## src/rtl/bmmd_pkg.sv

```systemverilog
`timescale 1ns / 1ps
// ----------------------------------------------------------------------------
// bmmd_pkg
// Shared widths, codes and controller/datapath interface types for the
// block mean / min-max decimator.
// ----------------------------------------------------------------------------
package bmmd_pkg;

   localparam int SAMPLE_BITS = 16;
   localparam int MAX_BLOCK   = 4096;
   localparam int LEN_BITS    = 13;   // block_length register width
   localparam int POS_BITS    = 12;   // holds 0 .. MAX_BLOCK-1
   localparam int SUM_BITS    = 28;   // MAX_BLOCK * full-scale sample, signed
   localparam int DIV_STEPS   = SUM_BITS;
   localparam int CNT_BITS    = 5;
   localparam int IDX_BITS    = 2;

   // register indexes
   localparam logic [IDX_BITS-1:0] REG_DIGEST_MODE  = 2'd0;
   localparam logic [IDX_BITS-1:0] REG_BLOCK_LENGTH = 2'd1;

   // digest modes
   localparam logic MODE_MEAN   = 1'b0;
   localparam logic MODE_MINMAX = 1'b1;

   // controller -> datapath
   typedef struct packed {
      logic take;       // sample beat accepted
      logic div_start;  // load divider with the finished block sum
      logic div_step;   // one quotient bit
      logic load_out;   // move result into output register
   } bmmd_cmd_type;

   // datapath -> controller
   typedef struct packed {
      logic block_done; // current sample completes the block
      logic div_last;   // this step produces the final quotient bit
      logic out_free;   // output register can take a result this cycle
      logic mode;       // digest mode in force
   } bmmd_sts_type;

endpackage

```

## src/rtl/block_mean_minmax_decimator.sv

```systemverilog
`timescale 1ns / 1ps
// ----------------------------------------------------------------------------
// block_mean_minmax_decimator
// Cuts a signed sample stream into blocks of block_length samples and emits
// one summary per finished block: the truncated mean, or min/max/first/last.
// ----------------------------------------------------------------------------
//
//  channel | ports                                   | direction
//  --------+-----------------------------------------+----------
//  req     | req_valid/req_ready, req_sample         | in
//  rsp     | rsp_valid/rsp_ready, rsp_mean_or_min,   | out
//          | rsp_block_max, rsp_block_first,         |
//          | rsp_block_last                          |
//  csr     | csr_valid/csr_ready, csr_index,         | in
//          | csr_data (0 = digest_mode,              |
//          | 1 = block_length, others ignored)       |
//
// A sample that does not end a block leaves intake open; one that ends it
// closes intake and, in mean mode, starts 28 divider steps (one quotient
// bit each over |sum|) before the hand-off; in min/max mode it goes
// straight to the hand-off, which waits while the output register holds
// an untaken beat; otherwise samples flow in while a result waits there.
// Reset (synchronous): mode = mean, block_length = 64, block position = 0.
// ----------------------------------------------------------------------------
module block_mean_minmax_decimator (
   input  logic                                    clock,
   input  logic                                    reset,
   input  logic                                    req_valid,
   output logic                                    req_ready,
   input  logic signed [bmmd_pkg::SAMPLE_BITS-1:0] req_sample,
   output logic                                    rsp_valid,
   input  logic                                    rsp_ready,
   output logic signed [bmmd_pkg::SAMPLE_BITS-1:0] rsp_mean_or_min,
   output logic signed [bmmd_pkg::SAMPLE_BITS-1:0] rsp_block_max,
   output logic signed [bmmd_pkg::SAMPLE_BITS-1:0] rsp_block_first,
   output logic signed [bmmd_pkg::SAMPLE_BITS-1:0] rsp_block_last,
   input  logic                                    csr_valid,
   output logic                                    csr_ready,
   input  logic [bmmd_pkg::IDX_BITS-1:0]           csr_index,
   input  logic [bmmd_pkg::LEN_BITS-1:0]           csr_data
);

   bmmd_pkg::bmmd_cmd_type cmd;
   bmmd_pkg::bmmd_sts_type sts;

   // config writes never stall
   assign csr_ready = 1'b1;

   // sequencer: intake -> (divide) -> hand-off
   bmmd_ctrl u_ctrl (
      .clock     (clock),
      .reset     (reset),
      .req_valid (req_valid),
      .req_ready (req_ready),
      .sts       (sts),
      .cmd       (cmd)
   );

   // accumulators, divider, output register
   bmmd_datapath u_dp (
      .clock           (clock),
      .reset           (reset),
      .csr_valid       (csr_valid),
      .csr_index       (csr_index),
      .csr_data        (csr_data),
      .req_sample      (req_sample),
      .rsp_ready       (rsp_ready),
      .rsp_valid       (rsp_valid),
      .rsp_mean_or_min (rsp_mean_or_min),
      .rsp_block_max   (rsp_block_max),
      .rsp_block_first (rsp_block_first),
      .rsp_block_last  (rsp_block_last),
      .cmd             (cmd),
      .sts             (sts)
   );

endmodule

```

## src/rtl/bmmd_ctrl.sv

```systemverilog
`timescale 1ns / 1ps
// ----------------------------------------------------------------------------
// bmmd_ctrl
// Sequencer: sample intake, mean division, result hand-off.
// ----------------------------------------------------------------------------
module bmmd_ctrl (
   input  logic                  clock,
   input  logic                  reset,
   input  logic                  req_valid,
   output logic                  req_ready,
   input  bmmd_pkg::bmmd_sts_type sts,
   output bmmd_pkg::bmmd_cmd_type cmd
);

   typedef enum logic [2:0] {
      ST_ACCEPT = 3'b001,
      ST_DIVIDE = 3'b010,
      ST_PUSH   = 3'b100
   } state_type;

   state_type state_ff, state_in;

   always_comb begin
      state_in = state_ff;
      cmd      = '0;
      unique case (state_ff)
         ST_ACCEPT: begin
            cmd.take = req_valid;
            if (req_valid && sts.block_done) begin
               if (sts.mode == bmmd_pkg::MODE_MINMAX) begin
                  state_in = ST_PUSH;
               end else begin
                  cmd.div_start = 1'b1;
                  state_in      = ST_DIVIDE;
               end
            end
         end
         ST_DIVIDE: begin
            cmd.div_step = 1'b1;
            if (sts.div_last) begin
               state_in = ST_PUSH;
            end
         end
         ST_PUSH: begin
            if (sts.out_free) begin
               cmd.load_out = 1'b1;
               state_in     = ST_ACCEPT;
            end
         end
         default: begin
            state_in = ST_ACCEPT;
         end
      endcase
   end

   always_ff @(posedge clock) begin
      if (reset) begin
         state_ff <= ST_ACCEPT;
      end else begin
         state_ff <= state_in;
      end
   end

   assign req_ready = (state_ff == ST_ACCEPT);

endmodule

```

## src/rtl/bmmd_datapath.sv

```systemverilog
`timescale 1ns / 1ps
// ----------------------------------------------------------------------------
// bmmd_datapath
// Config registers, block accumulators, radix-2 divider, output register.
// ----------------------------------------------------------------------------
module bmmd_datapath (
   input  logic                                 clock,
   input  logic                                 reset,
   input  logic                                 csr_valid,
   input  logic [bmmd_pkg::IDX_BITS-1:0]        csr_index,
   input  logic [bmmd_pkg::LEN_BITS-1:0]        csr_data,
   input  logic signed [bmmd_pkg::SAMPLE_BITS-1:0] req_sample,
   input  logic                                 rsp_ready,
   output logic                                 rsp_valid,
   output logic signed [bmmd_pkg::SAMPLE_BITS-1:0] rsp_mean_or_min,
   output logic signed [bmmd_pkg::SAMPLE_BITS-1:0] rsp_block_max,
   output logic signed [bmmd_pkg::SAMPLE_BITS-1:0] rsp_block_first,
   output logic signed [bmmd_pkg::SAMPLE_BITS-1:0] rsp_block_last,
   input  bmmd_pkg::bmmd_cmd_type               cmd,
   output bmmd_pkg::bmmd_sts_type               sts
);

   localparam int SB = bmmd_pkg::SAMPLE_BITS;
   localparam int LB = bmmd_pkg::LEN_BITS;
   localparam int PB = bmmd_pkg::POS_BITS;
   localparam int WB = bmmd_pkg::SUM_BITS;
   localparam int CB = bmmd_pkg::CNT_BITS;

   // config
   logic          mode_ff, mode_in;
   logic [LB-1:0] blen_ff, blen_in;
   logic [LB-1:0] len_eff;

   always_comb begin
      mode_in = mode_ff;
      blen_in = blen_ff;
      if (csr_valid) begin
         unique case (csr_index)
            bmmd_pkg::REG_DIGEST_MODE:  mode_in = csr_data[0];
            bmmd_pkg::REG_BLOCK_LENGTH: blen_in = csr_data;
            default: ;
         endcase
      end
   end

   always_ff @(posedge clock) begin
      if (reset) begin
         mode_ff <= bmmd_pkg::MODE_MEAN;
         blen_ff <= LB'(64);
      end else begin
         mode_ff <= mode_in;
         blen_ff <= blen_in;
      end
   end

   always_comb begin
      if (blen_ff == '0) begin
         len_eff = LB'(1);
      end else if (blen_ff > LB'(bmmd_pkg::MAX_BLOCK)) begin
         len_eff = LB'(bmmd_pkg::MAX_BLOCK);
      end else begin
         len_eff = blen_ff;
      end
   end

   // block accumulators
   logic [PB-1:0]        pos_ff, pos_in;
   logic [LB-1:0]        pos_next;
   logic signed [WB-1:0] sum_ff, sum_in;
   logic signed [SB-1:0] min_ff, min_in, max_ff, max_in;
   logic signed [SB-1:0] first_ff, first_in, last_ff, last_in;
   logic signed [WB-1:0] sample_x;
   logic                 starting;
   logic                 block_done;

   assign pos_next   = {1'b0, pos_ff} + LB'(1);
   assign block_done = (pos_next >= len_eff);
   assign starting   = (pos_ff == '0);
   assign sample_x   = WB'(req_sample);

   always_comb begin
      pos_in   = pos_ff;
      sum_in   = sum_ff;
      min_in   = min_ff;
      max_in   = max_ff;
      first_in = first_ff;
      last_in  = last_ff;
      if (cmd.take) begin
         last_in = req_sample;
         pos_in  = block_done ? '0 : pos_next[PB-1:0];
         if (starting) begin
            sum_in   = sample_x;
            min_in   = req_sample;
            max_in   = req_sample;
            first_in = req_sample;
         end else begin
            sum_in = sum_ff + sample_x;
            if (req_sample < min_ff) min_in = req_sample;
            if (req_sample > max_ff) max_in = req_sample;
         end
      end
   end

   always_ff @(posedge clock) begin
      if (reset) begin
         pos_ff   <= '0;
         sum_ff   <= '0;
         min_ff   <= '0;
         max_ff   <= '0;
         first_ff <= '0;
         last_ff  <= '0;
      end else begin
         pos_ff   <= pos_in;
         sum_ff   <= sum_in;
         min_ff   <= min_in;
         max_ff   <= max_in;
         first_ff <= first_in;
         last_ff  <= last_in;
      end
   end

   // restoring divider on |sum|, one quotient bit per step;
   // quotient shifts into dvd_ff as dividend bits shift out
   logic [WB-1:0] dvd_ff, dvd_in;
   logic [LB-1:0] rem_ff, rem_in;
   logic          neg_ff, neg_in;
   logic [CB-1:0] cnt_ff, cnt_in;
   logic [LB:0]   rem_sh;
   logic          fits;
   logic [LB-1:0] rem_sub;
   logic [SB-1:0] quot;

   assign rem_sh  = {rem_ff, dvd_ff[WB-1]};
   assign fits    = (rem_sh >= {1'b0, len_eff});
   // rem_sh < 2 * len_eff, so the difference fits in LB bits when it fits
   assign rem_sub = rem_sh[LB-1:0] - len_eff;

   always_comb begin
      dvd_in = dvd_ff;
      rem_in = rem_ff;
      neg_in = neg_ff;
      cnt_in = cnt_ff;
      if (cmd.div_start) begin
         neg_in = sum_in[WB-1];
         dvd_in = sum_in[WB-1] ? (~sum_in + WB'(1)) : sum_in;
         rem_in = '0;
         cnt_in = '0;
      end else if (cmd.div_step) begin
         dvd_in = {dvd_ff[WB-2:0], fits};
         rem_in = fits ? rem_sub : rem_sh[LB-1:0];
         cnt_in = cnt_ff + CB'(1);
      end
   end

   always_ff @(posedge clock) begin
      dvd_ff <= dvd_in;
      rem_ff <= rem_in;
      neg_ff <= neg_in;
      if (reset) begin
         cnt_ff <= '0;
      end else begin
         cnt_ff <= cnt_in;
      end
   end

   // result field keeps the low SB bits of the signed quotient
   assign quot = neg_ff ? (~dvd_ff[SB-1:0] + SB'(1)) : dvd_ff[SB-1:0];

   // output register
   logic          out_valid_ff, out_valid_in;
   logic [SB-1:0] o_min_ff, o_min_in, o_max_ff, o_max_in;
   logic [SB-1:0] o_first_ff, o_first_in, o_last_ff, o_last_in;

   always_comb begin
      out_valid_in = out_valid_ff && !rsp_ready;
      o_min_in     = o_min_ff;
      o_max_in     = o_max_ff;
      o_first_in   = o_first_ff;
      o_last_in    = o_last_ff;
      if (cmd.load_out) begin
         out_valid_in = 1'b1;
         if (mode_ff == bmmd_pkg::MODE_MINMAX) begin
            o_min_in   = min_ff;
            o_max_in   = max_ff;
            o_first_in = first_ff;
            o_last_in  = last_ff;
         end else begin
            o_min_in   = quot;
            o_max_in   = '0;
            o_first_in = '0;
            o_last_in  = '0;
         end
      end
   end

   always_ff @(posedge clock) begin
      o_min_ff   <= o_min_in;
      o_max_ff   <= o_max_in;
      o_first_ff <= o_first_in;
      o_last_ff  <= o_last_in;
      if (reset) begin
         out_valid_ff <= 1'b0;
      end else begin
         out_valid_ff <= out_valid_in;
      end
   end

   assign rsp_valid       = out_valid_ff;
   assign rsp_mean_or_min = o_min_ff;
   assign rsp_block_max   = o_max_ff;
   assign rsp_block_first = o_first_ff;
   assign rsp_block_last  = o_last_ff;

   assign sts.block_done = block_done;
   assign sts.div_last   = (cnt_ff == CB'(bmmd_pkg::DIV_STEPS - 1));
   assign sts.out_free   = !out_valid_ff || rsp_ready;
   assign sts.mode       = mode_ff;

endmodule

```

## config.mk

```make
export PLATFORM = sky130hd
export DESIGN_NAME = block_mean_minmax_decimator
export DESIGN_NICKNAME = d
export VERILOG_FILES = /design/src/rtl/bmmd_pkg.sv /design/src/rtl/block_mean_minmax_decimator.sv /design/src/rtl/bmmd_ctrl.sv /design/src/rtl/bmmd_datapath.sv
export SDC_FILE = /design/constraint.sdc
export NUM_CORES = 1
export LEC_CHECK = 0
export ABC_AREA = 1
export BUFFER_PORTS_ARGS = -buffer_cell sky130_fd_sc_hd__buf_2
export CORE_MARGIN = 10
export CORE_UTILIZATION = 25
export DETAILED_ROUTE_END_ITERATION = 8
export PLACE_DENSITY = 0.49
export SLEW_MARGIN = 20
export SYNTH_ARGS = -nofsm -noshare
export SYNTH_HDL_FRONTEND = slang
export SYNTH_SLANG_ARGS = --single-unit
```

## constraint.sdc

```tcl
create_clock -name clock -period 10.65 [get_ports clock]
set_clock_uncertainty 0.1 [all_clocks]
set_input_delay 2.13 -clock clock [delete_from_list [all_inputs] [get_ports clock]]
set_output_delay 2.13 -clock clock [all_outputs]
set_load 0.01 [all_outputs]
```

* Yosys cells after proc, flatten, opt, wreduce, memory -nomap -nowiden
Index checks and enable logic that the tools add are counted.
Word-level totals: logic and storage cells 84, bits in registers 233, output and inout bits 67, input port bits 36
Operators by class: multiplexer cells 27, equal/unequal tests 8, add/sub/neg operators 6, magnitude comparators 5, reduce and logical (&&, ||, !) cells 18, bitwise logic cells 2
Operators with widths (number):
- $mux 28 | 5
- $mux 16 | 6
- $mux 13 | 3
- $add 28x16->28 | 1
- $add 28x2->28 const B | 1
- $not 28->28 | 1
- $add 16x1->16 const B | 1
- $gt 16x16->1 | 1
- $lt 16x16->1 | 1
- $not 16->16 | 1
- $ge 14x13->1 | 1
- $add 12x1->13 const B | 1
- $ge 13x13->1 | 1
- $gt 13x13->1 const B | 1
- $logic_not 13->1 | 1
- $sub 13x13->13 | 1
- $logic_not 12->1 | 1
- $mux 12 | 1
- $mux 3 | 4
- $reduce_and 2->1 | 5
- $pmux 3 s3 | 1
- $mux 1 | 6
- $reduce_bool 2->1 | 3
- $add 5x1->5 const B | 1
- other kinds (14) | 17

* Longest topological paths before layout
Gate-level depths: netlist of run 1.
word-level depth 12, mapped depth 22, mapped depth without buffers 22

* By module
A second synthesis of run 1 with hierarchy kept.
Unflattened totals: cells, all modules 1987, area total of the unflattened synthesis 14305.0 um^2
Modules (own cells, without submodules):
- bmmd_datapath | instances 1, area each 14079.8 um^2, cells each 1950, sequential area each 5535.3 um^2
- bmmd_ctrl | instances 1, area each 214.0 um^2, cells each 35, sequential area each 60.1 um^2
- block_mean_minmax_decimator | instances 1, area each 11.3 um^2, cells each 2, sequential area each 0.0 um^2

* Worst setup path after synthesis of run 1
Ideal clock, no wire load.
kind input to register, from in rsp_ready, to reg u_dp.o_first_ff[0], in the netlist u_dp.rsp_block_first[0] (enable), library setup time 0.486 ns, data arrival time 4.848 ns, path buffers 0, data required time 10.064 ns, cell stages on the path 2, setup slack 5.215 ns, cell sequence nor2_1 -> nor2_1
RTL lines:
- start, declared | RTL line block_mean_minmax_decimator.sv:32 | input logic rsp_ready,
- end signal, assigned | RTL line bmmd_datapath.sv:199 | o_first_ff <= o_first_in;
- end, declared | RTL line bmmd_datapath.sv:172 | logic [SB-1:0] o_first_ff, o_first_in, o_last_ff, o_last_in;

* Final worst setup path of run 1
from in req_valid, to reg u_dp.dvd_ff[24] (data pin)
Between the ends: word-level cells in the longest chain between the ends 6, elaborated cells on any way between the ends 8, those cells by class 1 x add/sub; 5 x mux; 1 x bitwise; 1 x reduce/logical
RTL lines:
- start, declared | RTL line block_mean_minmax_decimator.sv:28 | input logic req_valid,
- $mux 2 (*) | RTL line bmmd_ctrl.sv:26 | unique case (state_ff)
- $mux 28 | RTL line bmmd_datapath.sv:88 | if (cmd.take) begin
- $not 28->28 | RTL line bmmd_datapath.sv:145 | dvd_in = sum_in[WB-1] ? (~sum_in + WB'(1)) : sum_in;
- $add 28x2->28 | RTL line bmmd_datapath.sv:145
- $mux 28 | RTL line bmmd_datapath.sv:145
- $mux 28 (*) | RTL line bmmd_datapath.sv:143 | if (cmd.div_start) begin
- via u_dp.dvd_in[24] | RTL line bmmd_datapath.sv:124 | logic [WB-1:0] dvd_ff, dvd_in;
- end signal, assigned | RTL line bmmd_datapath.sv:156 | dvd_ff <= dvd_in;
- end, declared | RTL line bmmd_datapath.sv:124
Mark *: on every way through the listed nets, which the timed path passes. The rest lies on a longest branch. A chain may end at the register's enable or synchronous reset.

==> summary.md, run 1 <==
| Metric | Value |
|---|---|
| Worst setup margin | 5.45 ns |
| Std-Cell Rows | 87 |
| CTS hold repair buffers | 0 |
| Core ar. | approximately 56000 um2 |
| Root buffer cell | clkbuf_16 |
| CTS buffer count | 27 |
| Vias | 12600 |
| Critical path's top delay family | simple AND/OR/NAND/NOR gates |
| Setup bufs post-CTS | 0 |
| Top cell type's share of synthesized area | 19.8% |
| Met1 Usage GRT | about 17% |
| Post-synth top area cell | dfxtp_1 |
| PwrDens | 244 nW/um2 |
| CP dominant cell by count | nand2_1 |
| Critical-path cell list | buf_2, nand3_4, buf_4, inv_2, or2_2, nand3_2, ha_1, nand4_1, nor2_1, inv_1, nor2_1, nand2_1, nor2_2, nand2_1, nand2_1, nand2_1, inv_2, nand3_1, nand3_1, nand2_1 |
| Slew @ Worst Pin | 1.09 ns |
| First-pass DRT Iterations | 5 |
| Total gr overflow | 0 |
| Required time of the critical path | 10.87 ns |
| Post-synth EDFFs | 93 |
| Vert. Die Dim | 258 um |
| Clk_lat worst skew | roughly 0.57 ns |
| Clock Sinks | 233 |
| Power after layout | approximately 0.004 W |
| RD Place Congestion | a little over 0.9 |
| Antenna-violating nets left | 0 |
| Top FF cell, synth | dfxtp_1 |
| Initial antenna violation count | 2 |
| Fraction of layout cells with a size suffix above 1 | between 10% and 20% |
| Yosys Warn Count | 0 |
| Slew Viols, Final | 0 |
| Fill cells | about 6000 |
| Worst path slowest cell | buf_4 |
| Pre-CTS WS | 4.84 ns |
| Met3 Use GR | 2.73% |
| Commonest non-fill, non-tap cell in the layout | nand2_1 |
| GR peak layer | met2 |
| Final period util | 48.9% |
| Vias per cell | 4.53 |
| Slew HR | a little over a quarter |
| Buf+Inv Stages, Crit Path | 5 |
| Post-Syn Nets | 2060 |
| First-iteration detailed-routing DRC count | 824 |
| M2 GR Usage | 20.1% |
| H-tree Lvls | 1 |
| Total Wirelength | 43200 um |
| CTS tree | built |
| Total track usage | 12.6% |
| P_leak | 7.81 nW |
| Crit path time final | between 5 and 6 ns |
| Cell Area, Synth | 14100 um2 |
| Largest stage delay on the critical path | 0.57 ns |
| Drc violations | 0 |
| Mapped Cells | roughly 1900 |
| Cell variety after synth | 56 |
| Worst Hold Margin | 0.367 ns |
| Peak fanout along the critical path | 57 |
| Final setup TNS | 0 ns |
| CP endpoint kind | flop |
| Clock Tree Buf Depth | 3 |
| Hold Vio Cnt, Final | 0 |
| Seq cells post-synth | 233 |
| Final HPWL DP | between 30000 and 40000 um |
| Min-Delay Path Class | reg2reg |
| Clk slew on worst S/H paths | 0.06 ns |
| Final #Nets | approximately 2100 |
| Crit path DAT | 5.42 ns |
| Largest net degree at the start of global routing | 71 |
| Post-synth ARST share | 0% |
| Synth-to-Final Area Change | 15.8% |
| Max-Cap Viols | 0 |
| Setup CP Type | in2reg |
| First-pass GRT wire length | 68300 um |
| Status | finished, final reports clean |
| Most frequent cells in the layout | 501 x nand2_1, 268 x inv_1, 197 x nor2_1 |
| Synth area leaders | dfxtp_1 20%, edfxtp_1 20%, nand2_1 13%, ha_1 7.9%, inv_1 7.1% |
| Flop-to-flop setup slack | 5.89 ns |
| RSZ-0062 raised after global routing | no |
| Seq/Total Area, Yosys | 39.6% |
| Peak VDD IR | 0.000116 V |
| Die outline width | 258 um |
| Avg WL per Cell | 15.5 um |
| Fmax | a little under 200 MHz |
| Post-Layout Cell Count | 2790 |
| Setup violators final | 0 |
| Vias in the first global route | roughly 12000 |
| Full die area | 66500 um2 |
| Mean area per synthesized cell | about 7.3 um2 |
| Dpl cells | between 2000 and 3000 |
| Post-CTS sizing | 0 |
| Starting Density | between 20% and 30% |
| IO Port Bufs | 101 |
| IO Pins | 103 |
| Worst setup SP type | input port |
==> synth_stat cells (all sizes together), types with 3 or more instances <==
master and n:
nand2 505, nand4 22, nor4 5, edfxtp 93
a21oi 143, nor3 21, a211oi 4, a31oi 6
nand3b 10, xor2 36, nor2 216, or2 11
o21a 5, dfxtp 140, o211ai 11, o21ai 120
o21bai 3, ha 89, xnor2 11, inv 276
nand3 124, buf 17, clkbuf 43, a22oi 4
==> tightest hold or removal path, cell delays in order (launching register included) <==
cell	delay, ns
dfxtp_1	0.31
nand2_1	0.06
a21oi_1	0.05
==> metrics by stage <==
stage / instance area [um2] / utilization, %
after detailed placement: 15400 / 27.4
after floorplan: 14100 / -
after global placement: 15400 / 27.4
after global routing: 16400 / 29.1
after CTS: 16400 / 29.1
final: 16400 / 29.1
==> cell families after synthesis <==
| family | count (synthesis) | share of synthesized area (%) |
|---|---|---|
| simple gates | 919 | 28.3 |
| flops | 233 | 39.6 |
| buf+inv | 337 | 9.36 |
| xor+xnor | 47 | 2.91 |
| fa+ha+maj | 91 | 8.16 |
| other cells | 1 | 0.0265 |
| compound gates | 305 | 11.7 |
==> layout make-up <==
class | count | area, um2 | share of cell area, %
inverters | 277 | 1040 | 6.35
diodes | 2 | 5.00 | 0.0306
well taps | 756 | 946 | 5.78
clock buffers | 34 | 743 | 4.54
repair buffers | 109 | 566 | 3.45
flip-flops and latches | 233 | 5600 | 34.2
clock inverters | 16 | 226 | 1.38
multi-input cells | 1363 | 7250 | 44.3
==> routing by layer <==
metal / vias to the layer above / part of all wire [%]
met5: - / 0
met4: 0 / 2.0
met3: 56 / 6.5
met2: 275 / 45
met1: 5873 / 47
li1: 6437 / -
==> power breakdown <==
group	switching, W	internal, W	total [W]
Clock	0.000407	0.000618	0.00103
Sequential	0.000111	0.00111	0.00122
Combinational	0.00118	0.000564	0.00174
Total	0.00169	0.00229	0.00399
==> path summary, 6_finish.rpt <==
kind / endpoint / from / cells past startpoint
max: u_dp.dvd_ff[24] / req_valid / 20
max reg2reg: u_dp.dvd_ff[12] / u_dp.pos_ff[2] / 18
min: u_dp.first_ff[15] / u_dp.first_ff[15] / 2
min reg2reg: u_dp.first_ff[15] / u_dp.first_ff[15] / 2
==> sequential cells by signal, summed over array words and instances (netlist names) <==
register,flops
u_ctrl.state_ff,3
u_dp.blen_ff,13
u_dp.cnt_ff,5
u_dp.dvd_ff,28
u_dp.first_ff,16
u_dp.last_ff,16
u_dp.max_ff,16
u_dp.min_ff,16
u_dp.mode_ff,1
u_dp.neg_ff,1
u_dp.pos_ff,12
u_dp.rem_ff,13
u_dp.rsp_block_first,16
u_dp.rsp_block_last,16
u_dp.rsp_block_max,16
u_dp.rsp_mean_or_min,16
u_dp.rsp_valid,1
u_dp.sum_ff,28
Power figures use the tool's default switching activity.
==> inputs of run 2 (changes only) <==
clock period = 5 ns   (was 10.65 ns; I/O delays follow)
==> run 2 against run 1 <==
Against the previous run: sequential share of layout area fell by 0.26 points; utilization rose by 0.22 points; worst hold slack got worse by 0.0042 ns; combinational power rose by 120%; cell count rose by 0.43%; die area did not move; critical path type is now reg2reg; sequential power rose by 110%; largest power group unchanged.
==> summary.md, run 2 (synthesis gave the netlist of run 1 again) <==
| Metric | Value |
|---|---|
| Status | finished, final reports clean |
| IO Pins | 103 (unchanged) |
| Post-CTS sizing | 0 (unchanged) |
| Slew Viols, Final | 0 (unchanged) |
| Crit path time final | between 3 and 4 ns |
| Largest stage delay on the critical path | 0.42 ns (-0.15 ns) |
| Total track usage | 12.7% (+0.11 points) |
| Final HPWL DP | 33100 um (+1.8%) |
| Sw Pwr | 0.00365 W (+120%) |
| Total gr overflow | 0 (unchanged) |
| Synth-to-Final Area Change | 16.6% |
| Routed wl met2 | 19300 um (+0.17%) |
| Peak fanout along the critical path | 21 (-63%) |
| Setup violators final | 0 (unchanged) |
| Required time of the critical path | 5.20 ns (-5.67 ns) |
| Critical R2R Launch | u_dp.pos_ff[0] |
| Largest registers | u_dp.dvd_ff x28, u_dp.sum_ff x28 |
| P_leak | 7.88 nW (+0.91%) |
| Avg WL per Cell | 15.6 um (+0.64%) |
| Fill cells | 6168 (-0.16%) |
| Post-Layout Cell Count | 2802 (+0.43%) |
| Antenna-violating nets left | 0 (unchanged) |
| Highest metal used | met5 |
| Fmax | 251 MHz |
| Clk slew on worst S/H paths | 0.06 ns (about the same) |
| Clock Tree Buf Depth | 3 (unchanged) |
| Area of the multi-input gates | 7240 um2 (-0.12%) |
| Total Wirelength | 43600 um (+1.1%) |
| Fraction of layout cells with a size suffix above 1 | 11.1% (+0.81 points) |
| Register area | 5600 um2 (unchanged) |
| CTS hold repair buffers | 0 (unchanged) |
| Final core utilization | 29.4% (+0.22 points) |
| Switch share | 42.4% (-0.088 points) |
| Critical path origin | u_dp.pos_ff[0] |
| Worst Hold Margin | 0.363 ns (-0.00425 ns) |
| Setup bufs post-CTS | 0 (unchanged) |
| Setup CP Type | reg2reg |
| Starting Density | 25.2% (unchanged) |
| Peak VDD IR | 0.000258 V (+120%) |
| Largest net degree at the start of global routing | 72 (+1.4%) |
| Core ar. | 56200 um2 (unchanged) |
| Clk_lat worst skew | 0.58 ns (about the same) |
| Combinational power share | 43.6% (about the same) |
| Worst setup SP type | flop |
| Worst path slowest cell | dfxtp_1 |
| Power after layout | 0.00861 W (+120%) |
| Post-Route M1 WL | 20700 um (+2.1%) |
| Max-Cap Viols | 0 (unchanged) |
| Vert. Die Dim | 258 um (unchanged) |
| First-pass DRT Iterations | 5 (unchanged) |
| RSZ-0062 raised after global routing | no |
| Final setup TNS | 0 ns (unchanged) |
| CP endpoint kind | flop |
| First-iteration detailed-routing DRC count | 759 (-7.9%) |
| PwrDens | 522 nW/um2 (+110%) |
| Die outline width | 258 um (unchanged) |
| Share of power burned in registers | 30.4% (-0.3 points) |
| Clk pwr share | 26.0% (+0.3 points) |
| Hold Crit Start | u_dp.first_ff[15] |
| Final #Nets | 2150 (+0.56%) |
| Met3 Wirelength | 2710 um (-3.3%) |
| Clock Sinks | 233 (unchanged) |
| Std-Cell Rows | 87 (unchanged) |
| CTS buffer count | 28 (+3.7%) |
| CTS tree | built |
| Dpl cells | 2749 (+0.40%) |
| Critical path's top delay family | simple AND/OR/NAND/NOR gates |
| Commonest non-fill, non-tap cell in the layout | nand2_1 |
| Final period util | 79.7% |
| Initial antenna violation count | 2 (unchanged) |
| First-pass GRT wire length | 68400 um (+0.18%) |
| Min-Delay Path Class | reg2reg |
| Most frequent cells in the layout | 502 x nand2_1, 267 x inv_1, 197 x nor2_1 |
| Vias | 12700 (+0.52%) |
| RD Place Congestion | 0.907 (-0.66%) |
| Vias in the first global route | 12400 (+0.073%) |
| Slew HR | 30.1% (+3.5 points) |
| Internal power | 0.00496 W (+120%) |
| Critical-path cell list | inv_1, nor3_1, nand4_1, nor2_1, and3_1, nand3_1, xor2_1, ha_1, nand2_1, nor4b_1, nand4_1, nand3_1, nand2_1, nor3_2, buf_4, o21ai_0, a21oi_1, a21oi_1 |
| Drc violations | 0 (unchanged) |
| Slew @ Worst Pin | 1.05 ns (-0.0434 ns) |
| Buf+Inv Stages, Crit Path | 2 (-3) |
| Root buffer cell | clkbuf_16 |
| H-tree Lvls | 1 (unchanged) |
| IO Port Bufs | 101 (unchanged) |
| Vias per cell | 4.53 (about the same) |
| Hold Vio Cnt, Final | 0 (unchanged) |
| Full die area | 66500 um2 (unchanged) |
| Crit path DAT | 4.18 ns (-1.24 ns) |
-- run 2: final cells by class --
class                   count  area share (%)
clock inverters            18            1.30
well taps                 756            5.74
inverters                 277            6.30
repair buffers            120            3.93
clock buffers              34            4.89
flip-flops and latches    233            33.9
diodes                      1          0.0152
multi-input cells        1363            43.9
-- run 2: power groups by stage --
stage,Combinational (W),Clock [W],Sequential [W]
6_report,0.00375,0.00224,0.00262
5_1_grt,0.00429,0.00237,0.00266
4_1_cts,0.00376,0.00230,0.00261
3_5_place_dp,0.00374,0,0.00265
3_3_place_gp,0.00371,0,0.00265
2_1_floorplan,0.00280,0,0.00258
-- run 2: final timing paths --
kind	depth (start not counted)	endpoint	slack, ns
worst max-delay path	18	u_dp.dvd_ff[1]	1.01
worst min-delay path	2	u_dp.first_ff[15]	0.36
worst max register to register	18	u_dp.dvd_ff[1]	1.01
worst min register to register	2	u_dp.first_ff[15]	0.36
-- run 2: stage by stage --
| step | cell area [um2] | setup slack [ns] |
|---|---|---|
| after floorplan | 14100 | 0.695 |
| after global placement | 15500 | 0.933 |
| after detailed placement | 15500 | 0.859 |
| after CTS | 16500 | 0.997 |
| after global routing | 16500 | 0.678 |
| final | 16500 | 1.01 |
-- run 2: tightest hold or removal path, stage by stage (launching register included) --
cell,delay (ns)
dfxtp_1,0.31
nand2_1,0.06
a21oi_1,0.05
-- run 2: per-layer routing --
metal  global-route usage [%]  up-vias
met3                     2.58       55
met2                     20.5      256
met1                     16.9     5919
li1                         -     6475
met4                     3.64        2
met5                        0        -
